<file path="config.mk">
export PLATFORM = sky130hd
export DESIGN_NAME = lwkd_count_ram
export DESIGN_NICKNAME = d
export VERILOG_FILES = /design/src/design/lwkd_pkg.sv /design/src/design/lwkd_count_ram.sv
export SDC_FILE = /design/constraint.sdc
export NUM_CORES = 2
export LEC_CHECK = 0
export BUFFER_PORTS_ARGS = -buffer_cell sky130_fd_sc_hd__buf_4
export CORE_ASPECT_RATIO = 1.4
export CORE_MARGIN = 8
export CORE_UTILIZATION = 58
export CTS_CLUSTER_SIZE = 12
export DETAILED_ROUTE_END_ITERATION = 12
export HOLD_SLACK_MARGIN = 0.08
export PLACE_DENSITY = 0.77
export RECOVER_POWER = 25
export SYNTH_ARGS = -nofsm -noshare
export SYNTH_HDL_FRONTEND = slang
export SYNTH_SLANG_ARGS = --single-unit
</file>
<file path="constraint.sdc">
create_clock -name clock -period 8 [get_ports clock]
set_input_delay 0.8 -clock clock [delete_from_list [all_inputs] [get_ports clock]]
set_output_delay 0.8 -clock clock [all_outputs]
set_load 0.02 [all_outputs]
</file>
<file path="src/design/lwkd_pkg.sv">
`timescale 1ns / 1ps
`default_nettype none
package lwkd_pkg;

   localparam int SYMBOL_W    = 8;
   localparam int NUM_SYMBOLS = 256;
   localparam int DISTINCT_W  = 9;
   localparam int BEST_W      = 13;

   localparam logic [DISTINCT_W-1:0] DISTINCT_RESET = 9'd1;

   typedef struct packed {
      logic [BEST_W-1:0] best_length;
      logic              string_done;
      logic              overflow;
   } rsp_type;

endpackage
`default_nettype wire

</file>
<file path="src/design/lwkd_count_ram.sv">
`timescale 1ns / 1ps
`default_nettype none
module lwkd_count_ram
   import lwkd_pkg::*;
#(
   parameter int DATA_W = 13
) (
   input  wire logic                clock,
   input  wire logic                reset,
   input  wire logic                clear,
   input  wire logic [SYMBOL_W-1:0] rd_addr,
   output logic      [DATA_W-1:0]   rd_data,
   input  wire logic                wr_en,
   input  wire logic [SYMBOL_W-1:0] wr_addr,
   input  wire logic [DATA_W-1:0]   wr_data
);

   logic [DATA_W-1:0]      mem [NUM_SYMBOLS];
   logic [DATA_W-1:0]      mem_q_ff;
   logic [SYMBOL_W-1:0]    rd_addr_ff;
   logic [NUM_SYMBOLS-1:0] valid_ff;
   logic [NUM_SYMBOLS-1:0] valid_in;
   logic                   byp_hit_ff;
   logic                   byp_hit_in;
   logic [DATA_W-1:0]      byp_data_ff;

   always_ff @(posedge clock) begin
      if (wr_en) begin
         mem[wr_addr] <= wr_data;
      end
      mem_q_ff    <= mem[rd_addr];
      rd_addr_ff  <= rd_addr;
      byp_data_ff <= wr_data;
   end

   // valid bits stand in for clearing the table between strings
   always_comb begin
      valid_in = valid_ff;
      if (clear) begin
         valid_in = '0;
      end else if (wr_en) begin
         valid_in[wr_addr] = 1'b1;
      end
      byp_hit_in = wr_en && !clear && (wr_addr == rd_addr);
   end

   always_ff @(posedge clock) begin
      if (reset) begin
         valid_ff   <= '0;
         byp_hit_ff <= 1'b0;
      end else begin
         valid_ff   <= valid_in;
         byp_hit_ff <= byp_hit_in;
      end
   end

   assign rd_data = byp_hit_ff           ? byp_data_ff :
                    valid_ff[rd_addr_ff] ? mem_q_ff    : '0;

endmodule
`default_nettype wire

</file>
==> impl_metrics.yaml <==
outcome:
  outcome: "finished, violations left"
  violations: "capacitance limit, slew limit"
synth:
  synth_area_um2: 138000
  synthAdderAreaFrac: 0
  synthFlopType: "edfxtp_1"
  synthTopCellsByArea: "edfxtp_1 (73%), mux4_2 (18%), dfxtp_1 (4.2%), nor2_1 (2.0%), a22oi_1 (0.65%)"
  synth_compound_area_frac: 0.0121
  syn_nets: 6248
  synth_top_area_share: 0.726
  synth_edf_count: 3328
  synth_top_family_by_area: "multiplexers"
  netlist_top_cells_count: "edfxtp_1 (3328), mux4_2 (1096), nor2_1 (717)"
  synth_xor_area_frac: 0.000509
  async_reset_ff_frac: 0
  syn_inst: 6215
  yosys-mux-area-fraction: 0.182
  ys_warn_count: 0
  ys_types: 36
  synth.ff_latch_count: 3619
  yosysSeqAreaShare: 0.769
  synth.most_common_cell: "edfxtp_1"
  synth_simple_gate_area_frac: 0.0248
  synth_area_per_cell_um2: 22.1
  synth_top_area_cell: "edfxtp_1"
final_layout:
  nets: 6498
  final_area_um2: 152000
  instances_no_fill: 9749
  layout-drive-gt1-share: 0.286
  nFillCells: 14521
  areaGrowthSynthToFinish_pct: 10.6
timing:
  finalCritPeriodShare: 0.852
  finalSetupViolCount: 0
  drv_slew: 1845
  final_hold_viol_count: 0
  max_freq_ghz: 0.147
  period_needed_ns: 6.82
  slew_headroom: -3.97
  rsz0062_at_grt: "no"
  finClkSkew_ns: 0.0749
  final.setup.tns_ns: 0
  tightest_slew_ns: 7.46
setup_path:
  startpoint_type: "primary input"
  cp_slowest_stage_delay_ns: 4.87
  cp_top_family: "buffers and inverters"
  worstPathCellList: "clkbuf_1 > buf_4"
  crit_type: "in2reg"
  worst_ep_arrival_time_ns: 7.28
  end_kind: "flip-flop"
  cp_slowest_cell: "clkbuf_1"
  crit_buf_inv: 2
  cp.required_ns: 8.47
  path_max_fanout: 158
pwr:
  p_comb_frac: 0.046
  p_leak_nw: 46.7
  power_frac_seq: 0.558
  netSwitchingFraction: 0.210
  internal_power_w: 0.0295
  power.share.clock: 0.396
  power.switching_w: 0.00782
  vdd_ir_drop_max_v: 0.000242
  powerDensity_nw_per_um2: 245
die:
  start_util: 0.583
  dieArea_um2: 253000
  ioPinCount: 46
  rows: 211
  dieHeight_um: 592
  chipWidth_um: 428
  core_um2: 236000
global_route:
  grt_pass1_wl_mm: 507
  grt_start_max_net_pins: 159
  first_global_vias: 70347
  grt_antenna_before_repair: 24
  grt_overflow: 0
  grt_usage: 0.280
place:
  io_buffers: 45
  routabilityCongestion: 0.871
  place_inst: 9202
  dpl-instance-area_um2: 143000
  hpwl_mm: 197
detailed_routing:
  drc: 0
  wire_per_inst_um: 36.6
  routed_wl_mm: 357
  dr.pass1.iters: 6
  drtIter0Drc: 9215
  via_count: 68003
  avgViaCountPerCell: 6.98
  ant_nets: 0
clock_tree:
  htreeDepth: 5
  cts-root-buf: "clkbuf_16"
  clk_latency_ns: 0.88
  clock_sinks: 3619
  cts-resized-gates: 0
  numCtsBuffers: 348
  cts_max_path_buffers: 4
  cts.clk_slew.worst_paths_ns: 0.06
  cts_tree: "built"
job:
  drv_cap: 21
worst_hold_path:
  hold_path.class: "in2reg"
final timing paths:
| check | cells past startpoint | startpoint | slack, ns | to |
|---|---|---|---|---|
| min reg2reg | 2 | valid_ff[231]$_SDFFE_PP0P_ | 0.47 | valid_ff[231]$_SDFFE_PP0P_ |
| max | 2 | wr_data[8] | 1.18 | mem[213][8]$_DFFE_PP_ |
| max reg2reg | 5 | mem[51][7]$_DFFE_PP_ | 4.70 | mem_q_ff[7]$_DFF_P_ |
| min | 2 | wr_en | 0.40 | byp_hit_ff$_SDFF_PP0_ |
sequential cells by signal, indices dropped and copies added (netlist names):
register / flops
valid_ff: 256
byp_hit_ff: 1
mem_q_ff: 13
mem: 3328
byp_data_ff: 13
rd_addr_ff: 8
cells in the final DEF (no fill, tap or decap), types with 5 or more instances in the layout:
cell type and n:
nor2_1 575, nor3_1 6, nor2_2 141, nand2_1 57
clkbuf_1 170, buf_4 215, edfxtp_1 3328, clkbuf_8 6
o21ba_2 29, o221ai_1 12, a21oi_1 60, clkbuf_16 352
nand4_1 9, nand2b_1 5, mux2i_1 32, diode_2 24
xor2_1 5, dfxtp_1 288, or4_1 14, mux2_2 8
nand3_1 21, buf_12 19, o22ai_1 8, mux4_2 1096
nor2b_1 10, a22oi_1 120, inv_6 9
layout make-up:
cell class | count | area [um2] | share of cell area
flip-flops and latches | 3619 | 106000 | 0.695
multi-input cells | 2231 | 30600 | 0.201
clock buffers | 504 | 9440 | 0.0620
well taps | 3088 | 3860 | 0.0254
repair buffers | 264 | 2180 | 0.0143
clock inverters | 18 | 176 | 0.00116
diodes | 24 | 60.1 | 0.000395
inverters | 1 | 3.75 | 0.0000247
repair_timing:
item | in CTS | in global routing
setup buffers | 0 | 0
hold buffers | 1 | 0
endpoints found under the setup margin | 0 | 0
endpoints found under the hold margin | 1 | 0
kinds of logic after synthesis:
family	after synthesis
simple gates	856
flops	3619
compound gates	231
buf+inv	365
mux	1136
xor+xnor	8
per-stage QoR:
stage | util | worst slack (ns) | hold slack (ns) | total power, W
finish | 0.645 | 1.18 | 0.396 | 0.0373
floorplan | - | 4.48 | 0.435 | 0.0221
global placement | 0.604 | 2.84 | 0.443 | 0.0228
detailed placement | 0.604 | 2.92 | 0.456 | 0.0229
CTS | 0.645 | 1.90 | 0.123 | 0.0373
global route | 0.644 | 0.952 | 0.369 | 0.0381
power by group through the flow:
| stage | sequential, W | clock (W) | combinational [W] |
|---|---|---|---|
| detailed placement | 0.0212 | 0 | 0.00171 |
| finish | 0.0208 | 0.0148 | 0.00173 |
| global route | 0.0208 | 0.0155 | 0.00179 |
| global placement | 0.0212 | 0 | 0.00167 |
| CTS | 0.0208 | 0.0149 | 0.00173 |
| floorplan | 0.0211 | 0 | 0.000995 |
layer usage:
layer	wire, um	GRT usage
met5	26	0
met4	24100	0.154
met3	36500	0.0590
met2	181000	0.474
met1	116000	0.339
Power figures use the tool's default switching activity.
