--- src/design/lwkd_pkg.sv ---
`timescale 1ns / 1ps
`default_nettype none
package lwkd_pkg;

   localparam int SYMBOL_W    = 8;
   localparam int NUM_SYMBOLS = 256;
   localparam int DISTINCT_W  = 9;
   localparam int BEST_W      = 13;

   localparam logic [DISTINCT_W-1:0] DISTINCT_RESET = 9'd1;

   typedef struct packed {
      logic [BEST_W-1:0] best_length;
      logic              string_done;
      logic              overflow;
   } rsp_type;

endpackage
`default_nettype wire

--- src/design/lwkd_rsp_queue.sv ---
`timescale 1ns / 1ps
`default_nettype none
module lwkd_rsp_queue
   import lwkd_pkg::*;
(
   input  wire logic    clock,
   input  wire logic    reset,
   input  wire logic    push,
   input  wire rsp_type push_data,
   output logic         out_valid,
   input  wire logic    out_stall,
   output rsp_type      out_data,
   output logic [1:0]   level
);

   logic    head_valid_ff;
   logic    head_valid_in;
   logic    tail_valid_ff;
   logic    tail_valid_in;
   rsp_type head_data_ff;
   rsp_type head_data_in;
   rsp_type tail_data_ff;
   rsp_type tail_data_in;
   logic    pop;

   assign pop = head_valid_ff && !out_stall;

   always_comb begin
      if (pop) begin
         head_valid_in = tail_valid_ff;
         head_data_in  = tail_data_ff;
         tail_valid_in = 1'b0;
      end else begin
         head_valid_in = head_valid_ff;
         head_data_in  = head_data_ff;
         tail_valid_in = tail_valid_ff;
      end
      tail_data_in = tail_data_ff;
      if (push) begin
         if (!head_valid_in) begin
            head_valid_in = 1'b1;
            head_data_in  = push_data;
         end else begin
            tail_valid_in = 1'b1;
            tail_data_in  = push_data;
         end
      end
   end

   always_ff @(posedge clock) begin
      if (reset) begin
         head_valid_ff <= 1'b0;
         tail_valid_ff <= 1'b0;
      end else begin
         head_valid_ff <= head_valid_in;
         tail_valid_ff <= tail_valid_in;
      end
      head_data_ff <= head_data_in;
      tail_data_ff <= tail_data_in;
   end

   assign out_valid = head_valid_ff;
   assign out_data  = head_data_ff;
   assign level     = {1'b0, head_valid_ff} + {1'b0, tail_valid_ff};

endmodule
`default_nettype wire

--- config.mk ---
export PLATFORM = sky130hd
export DESIGN_NAME = lwkd_rsp_queue
export DESIGN_NICKNAME = d
export VERILOG_FILES = /design/src/design/lwkd_pkg.sv /design/src/design/lwkd_rsp_queue.sv
export SDC_FILE = /design/constraint.sdc
export NUM_CORES = 1
export LEC_CHECK = 0
export ABC_AREA = 1
export BUFFER_PORTS_ARGS = -buffer_cell sky130_fd_sc_hd__buf_2
export CORE_MARGIN = 1.5
export CORE_UTILIZATION = 54
export DETAILED_ROUTE_END_ITERATION = 16
export GPL_ROUTABILITY_DRIVEN = 1
export PLACE_DENSITY = 0.86
export SYNTH_ARGS = -nofsm -noshare
export SYNTH_HDL_FRONTEND = slang
export SYNTH_SLANG_ARGS = --single-unit
--- constraint.sdc ---
create_clock -name clock -period 2.4 [get_ports clock]
set_input_delay 0.12 -clock clock [delete_from_list [all_inputs] [get_ports clock]]
set_output_delay 0.12 -clock clock [all_outputs]
set_load 0.05 [all_outputs]
==> results.py <==
metrics = {
    "clocking": {
        "cts_resized": 0,
        "clk_latency_ns": 0.34,
        "total_setup_buffers_inserted_after_cts": 0,
        "cts_h_tree_lvls": 2,
        "clk_pin_slew_worst_paths_ns": 0.09,
        "tritoncts": "done",
        "clock-sinks": 32,
        "cts-root-to-sink-buffers": 2,
        "tritoncts.num_buffers": 5,
        "count_of_hold_fix_buffers_inserted_at_cts": 16,
        "cts-root-buf": "clkbuf_4",
    },
    "timing": {
        "final-hold-violation-count": 0,
        "final_min_period_over_clock_period": 0.653,
        "setup_violations": 0,
        "timing.final.crit_period_ns": 1.57,
        "timing.max_slew.rel_slack": 0.606,
        "clock_skew_ns": 0.00839,
        "worstMarginPinSlew_ns": 0.590,
        "max_freq_mhz": 639,
        "setup_slack_ns": 0.834,
        "report.final.slew_viol_count": 0,
        "rsz0062_at_grt": "false",
        "tns_ns": 0,
    },
    "power": {
        "power.ir.vdd_worst_mv": 0.534,
        "power_report.internal_total_mw": 0.809,
        "power_leakage_nw": 0.841,
        "power.switching_mw": 0.425,
        "comb_power_share": 0.255,
        "sequentialPowerShare": 0.511,
        "sw_frac_of_total": 0.345,
        "power.share.clock": 0.234,
        "power_density_mw_per_mm2": 723,
    },
    "critical_path": {
        "r2r_setup_slack_ns": 0.94,
        "worst-endpoint-required_ns": 2.28,
        "beginning_of_the_worst_register_to_register_path": "tail_valid_ff$_SDFF_PP0_",
        "number_of_cell_instances_on_the_worst_register_to_register_path": 4,
        "critical_path.max_stage_delay_ns": 0.35,
        "data_arrival_time_of_the_worst_path_ns": 1.45,
        "critical_path.slowest_cell": "dfxtp_1",
        "list_of_cells_traversed_by_the_critical_path": "buf_4 > ha_1 > buf_2",
        "crit_type": "register to output pin",
        "cp-end-kind": "output pin",
        "critPathMaxFanout": 19,
        "timing.critical_path.from_type": "register",
        "r2r_end": "tail_data_ff[8]$_DFFE_PP_",
    },
    "detailed_routing": {
        "routed-via-count": 1140,
        "routed_wirelength_um": 3120,
        "drt-initial-drc-count": 32,
        "routed_antenna_nets": 0,
        "drc_errors": 0,
        "wl_per_cell_um": 14.0,
        "via_per_inst": 5.11,
        "drt_pre_antenna_iters": 4,
    },
    "placed_design": {
        "gp_congestion": 0.770,
        "dp.final_hpwl_um": 1900,
        "buffer_ports.inserted": 36,
        "numPlacedInstances": 200,
        "placement.setup.worst_slack_ns": 0.902,
    },
    "final_layout": {
        "final.fill_count": 184,
        "layout-drive-gt1-share": 0.246,
        "antennaDiodeCount": 0,
        "finalNetCount": 215,
        "finish.cell_count_without_fillers": 223,
        "syn2layout_area_growth_pct": 26.4,
    },
    "yosys": {
        "synth_xor_area_frac": 0,
        "synth-seq-area-share": 0.586,
        "synth-compound-area-share": 0.00741,
        "synth.avg_cell_area_sq_um": 9.44,
        "yosys.cell_types.count": 13,
        "synth.net_count": 163,
        "synth.mux.area_fraction": 0,
        "synth-adder-area-share": 0.00927,
        "main_combinational_cell_family_by_area_after_synthesis": "simple AND/OR/NAND/NOR gates",
        "synth-warning-count": 0,
        "synthCells": 143,
        "synth.ff_latch_count": 32,
        "mappedNetlistArea_sq_mm": 0.00135,
        "synth_simple_gate_area_frac": 0.331,
    },
    "floorplan": {
        "dieHeight_um": 53,
        "pin_count": 37,
        "floorplan.initialDensity": 0.593,
        "die-width_um": 53,
        "floorplan.die_area_sq_mm": 0.00281,
        "core_area_sq_mm": 0.00228,
        "rows": 17,
    },
    "status": {
        "outcome": "finished clean",
    },
    "global_routing": {
        "number_of_antenna_violations_at_the_first_check_in_global_routing": 0,
        "first_global_vias": 1156,
        "grt_usage": 0.271,
        "grt_max_degree": 20,
        "grt_overflow_total": 0,
        "grt_first_pass_wirelength_um": 5110,
    },
    "hold_path": {
        "timing.hold.worst_path_depth": 3,
        "hold_start": "push",
        "hp-class": "input port to register",
        "worstHoldEndpoint": "out_valid$_SDFF_PP0_",
    },
    "flow_run": {
        "max_cap_viol_count": 0,
    },
}
registers in the layout, summed over array words and instances, names as in the netlist:
name / count
out_valid: 1
tail_data_ff: 15
out_data: 15
tail_valid_ff: 1
layout by cell type (no fill, tap or decap):
cell type      instances
nand2_4                2
dfxtp_1               17
nand2_1               61
dlygate4sd3_1         16
a21oi_1                2
clkbuf_4               5
inv_4                  1
buf_4                  1
buf_2                 36
clkinv_2               1
nand3_1               31
ha_1                   1
nand2_8                2
edfxtp_1              15
clkbuf_1               1
inv_1                  3
synthesized netlist by cell type:
master / number / area share
a21oi_1: 2 / 0.0074
buf_2: 1 / 0.0037
buf_4: 3 / 0.017
buf_6: 4 / 0.033
dfxtp_1: 17 / 0.25
edfxtp_1: 15 / 0.33
ha_1: 1 / 0.0093
inv_1: 3 / 0.0083
inv_4: 1 / 0.0046
nand2_1: 61 / 0.17
nand2_4: 2 / 0.017
nand2_8: 2 / 0.030
nand3_1: 31 / 0.11
logic make-up after synthesis:
| logic type | count (synthesis) |
|---|---|
| AO/OA/AOI/OAI | 2 |
| adder cells (fa/ha/maj) | 1 |
| buffers and inverters | 12 |
| flip-flops | 32 |
| AND/OR/NAND/NOR | 96 |
worst max path at each step:
stage	start	endpoint	cells past startpoint
finish	out_valid$_SDFF_PP0_	level[0]	3
global route	out_valid$_SDFF_PP0_	level[0]	3
CTS	out_valid$_SDFF_PP0_	level[0]	3
detailed placement	push	tail_data_ff[3]$_DFFE_PP_	3
global placement	push	tail_data_ff[3]$_DFFE_PP_	3
floorplan	out_valid$_SDFF_PP0_	tail_data_ff[0]$_DFFE_PP_	4
metal layers:
layer | GRT usage | wire length, um | vias to the layer above | share of wire
li1 | - | - | 573 | -
met1 | 0.290 | 1260 | 525 | 0.40
met2 | 0.460 | 1610 | 32 | 0.51
met3 | 0.107 | 160 | 10 | 0.051
met4 | 0.137 | 89 | 0 | 0.028
met5 | 0 | 0 | - | 0
power by group through the flow:
stage / clock [mW] / combinational, mW / sequential, mW
after CTS: 0.288 / 0.313 / 0.631
after floorplan: 0 / 0.112 / 0.761
after global placement: 0 / 0.286 / 0.639
after detailed placement: 0 / 0.293 / 0.643
final: 0.289 / 0.314 / 0.631
after global routing: 0.322 / 0.341 / 0.635
area by class of cell:
cell class                 count  area, sq um  share of cell area
multi-input combinational     99          469               0.275
timing repair buffer          53          348               0.204
tap                           28         35.0              0.0205
clock buffer                   6         41.3              0.0242
inverter                       4         17.5              0.0103
clock inverter                 1         5.00             0.00293
sequential                    32          791               0.463
per-stage QoR:
stage	hold WS, ns	util	power [mW]	cell area (sq um)
2_1_floorplan	0.189	-	0.873	1350
3_3_place_gp	0.293	0.659	0.926	1500
3_5_place_dp	0.299	0.659	0.936	1500
4_1_cts	0.204	0.750	1.23	1710
5_1_grt	0.225	0.750	1.30	1710
6_report	0.206	0.750	1.23	1710
worst max-delay path: cells and delay by family, from the launching register on:
kind       cells  cell delay (ns)
flops          1             0.35
buf+inv        2             0.48
fa+ha+maj      1             0.27
Note: power is estimated with default switching activity, not from simulation.
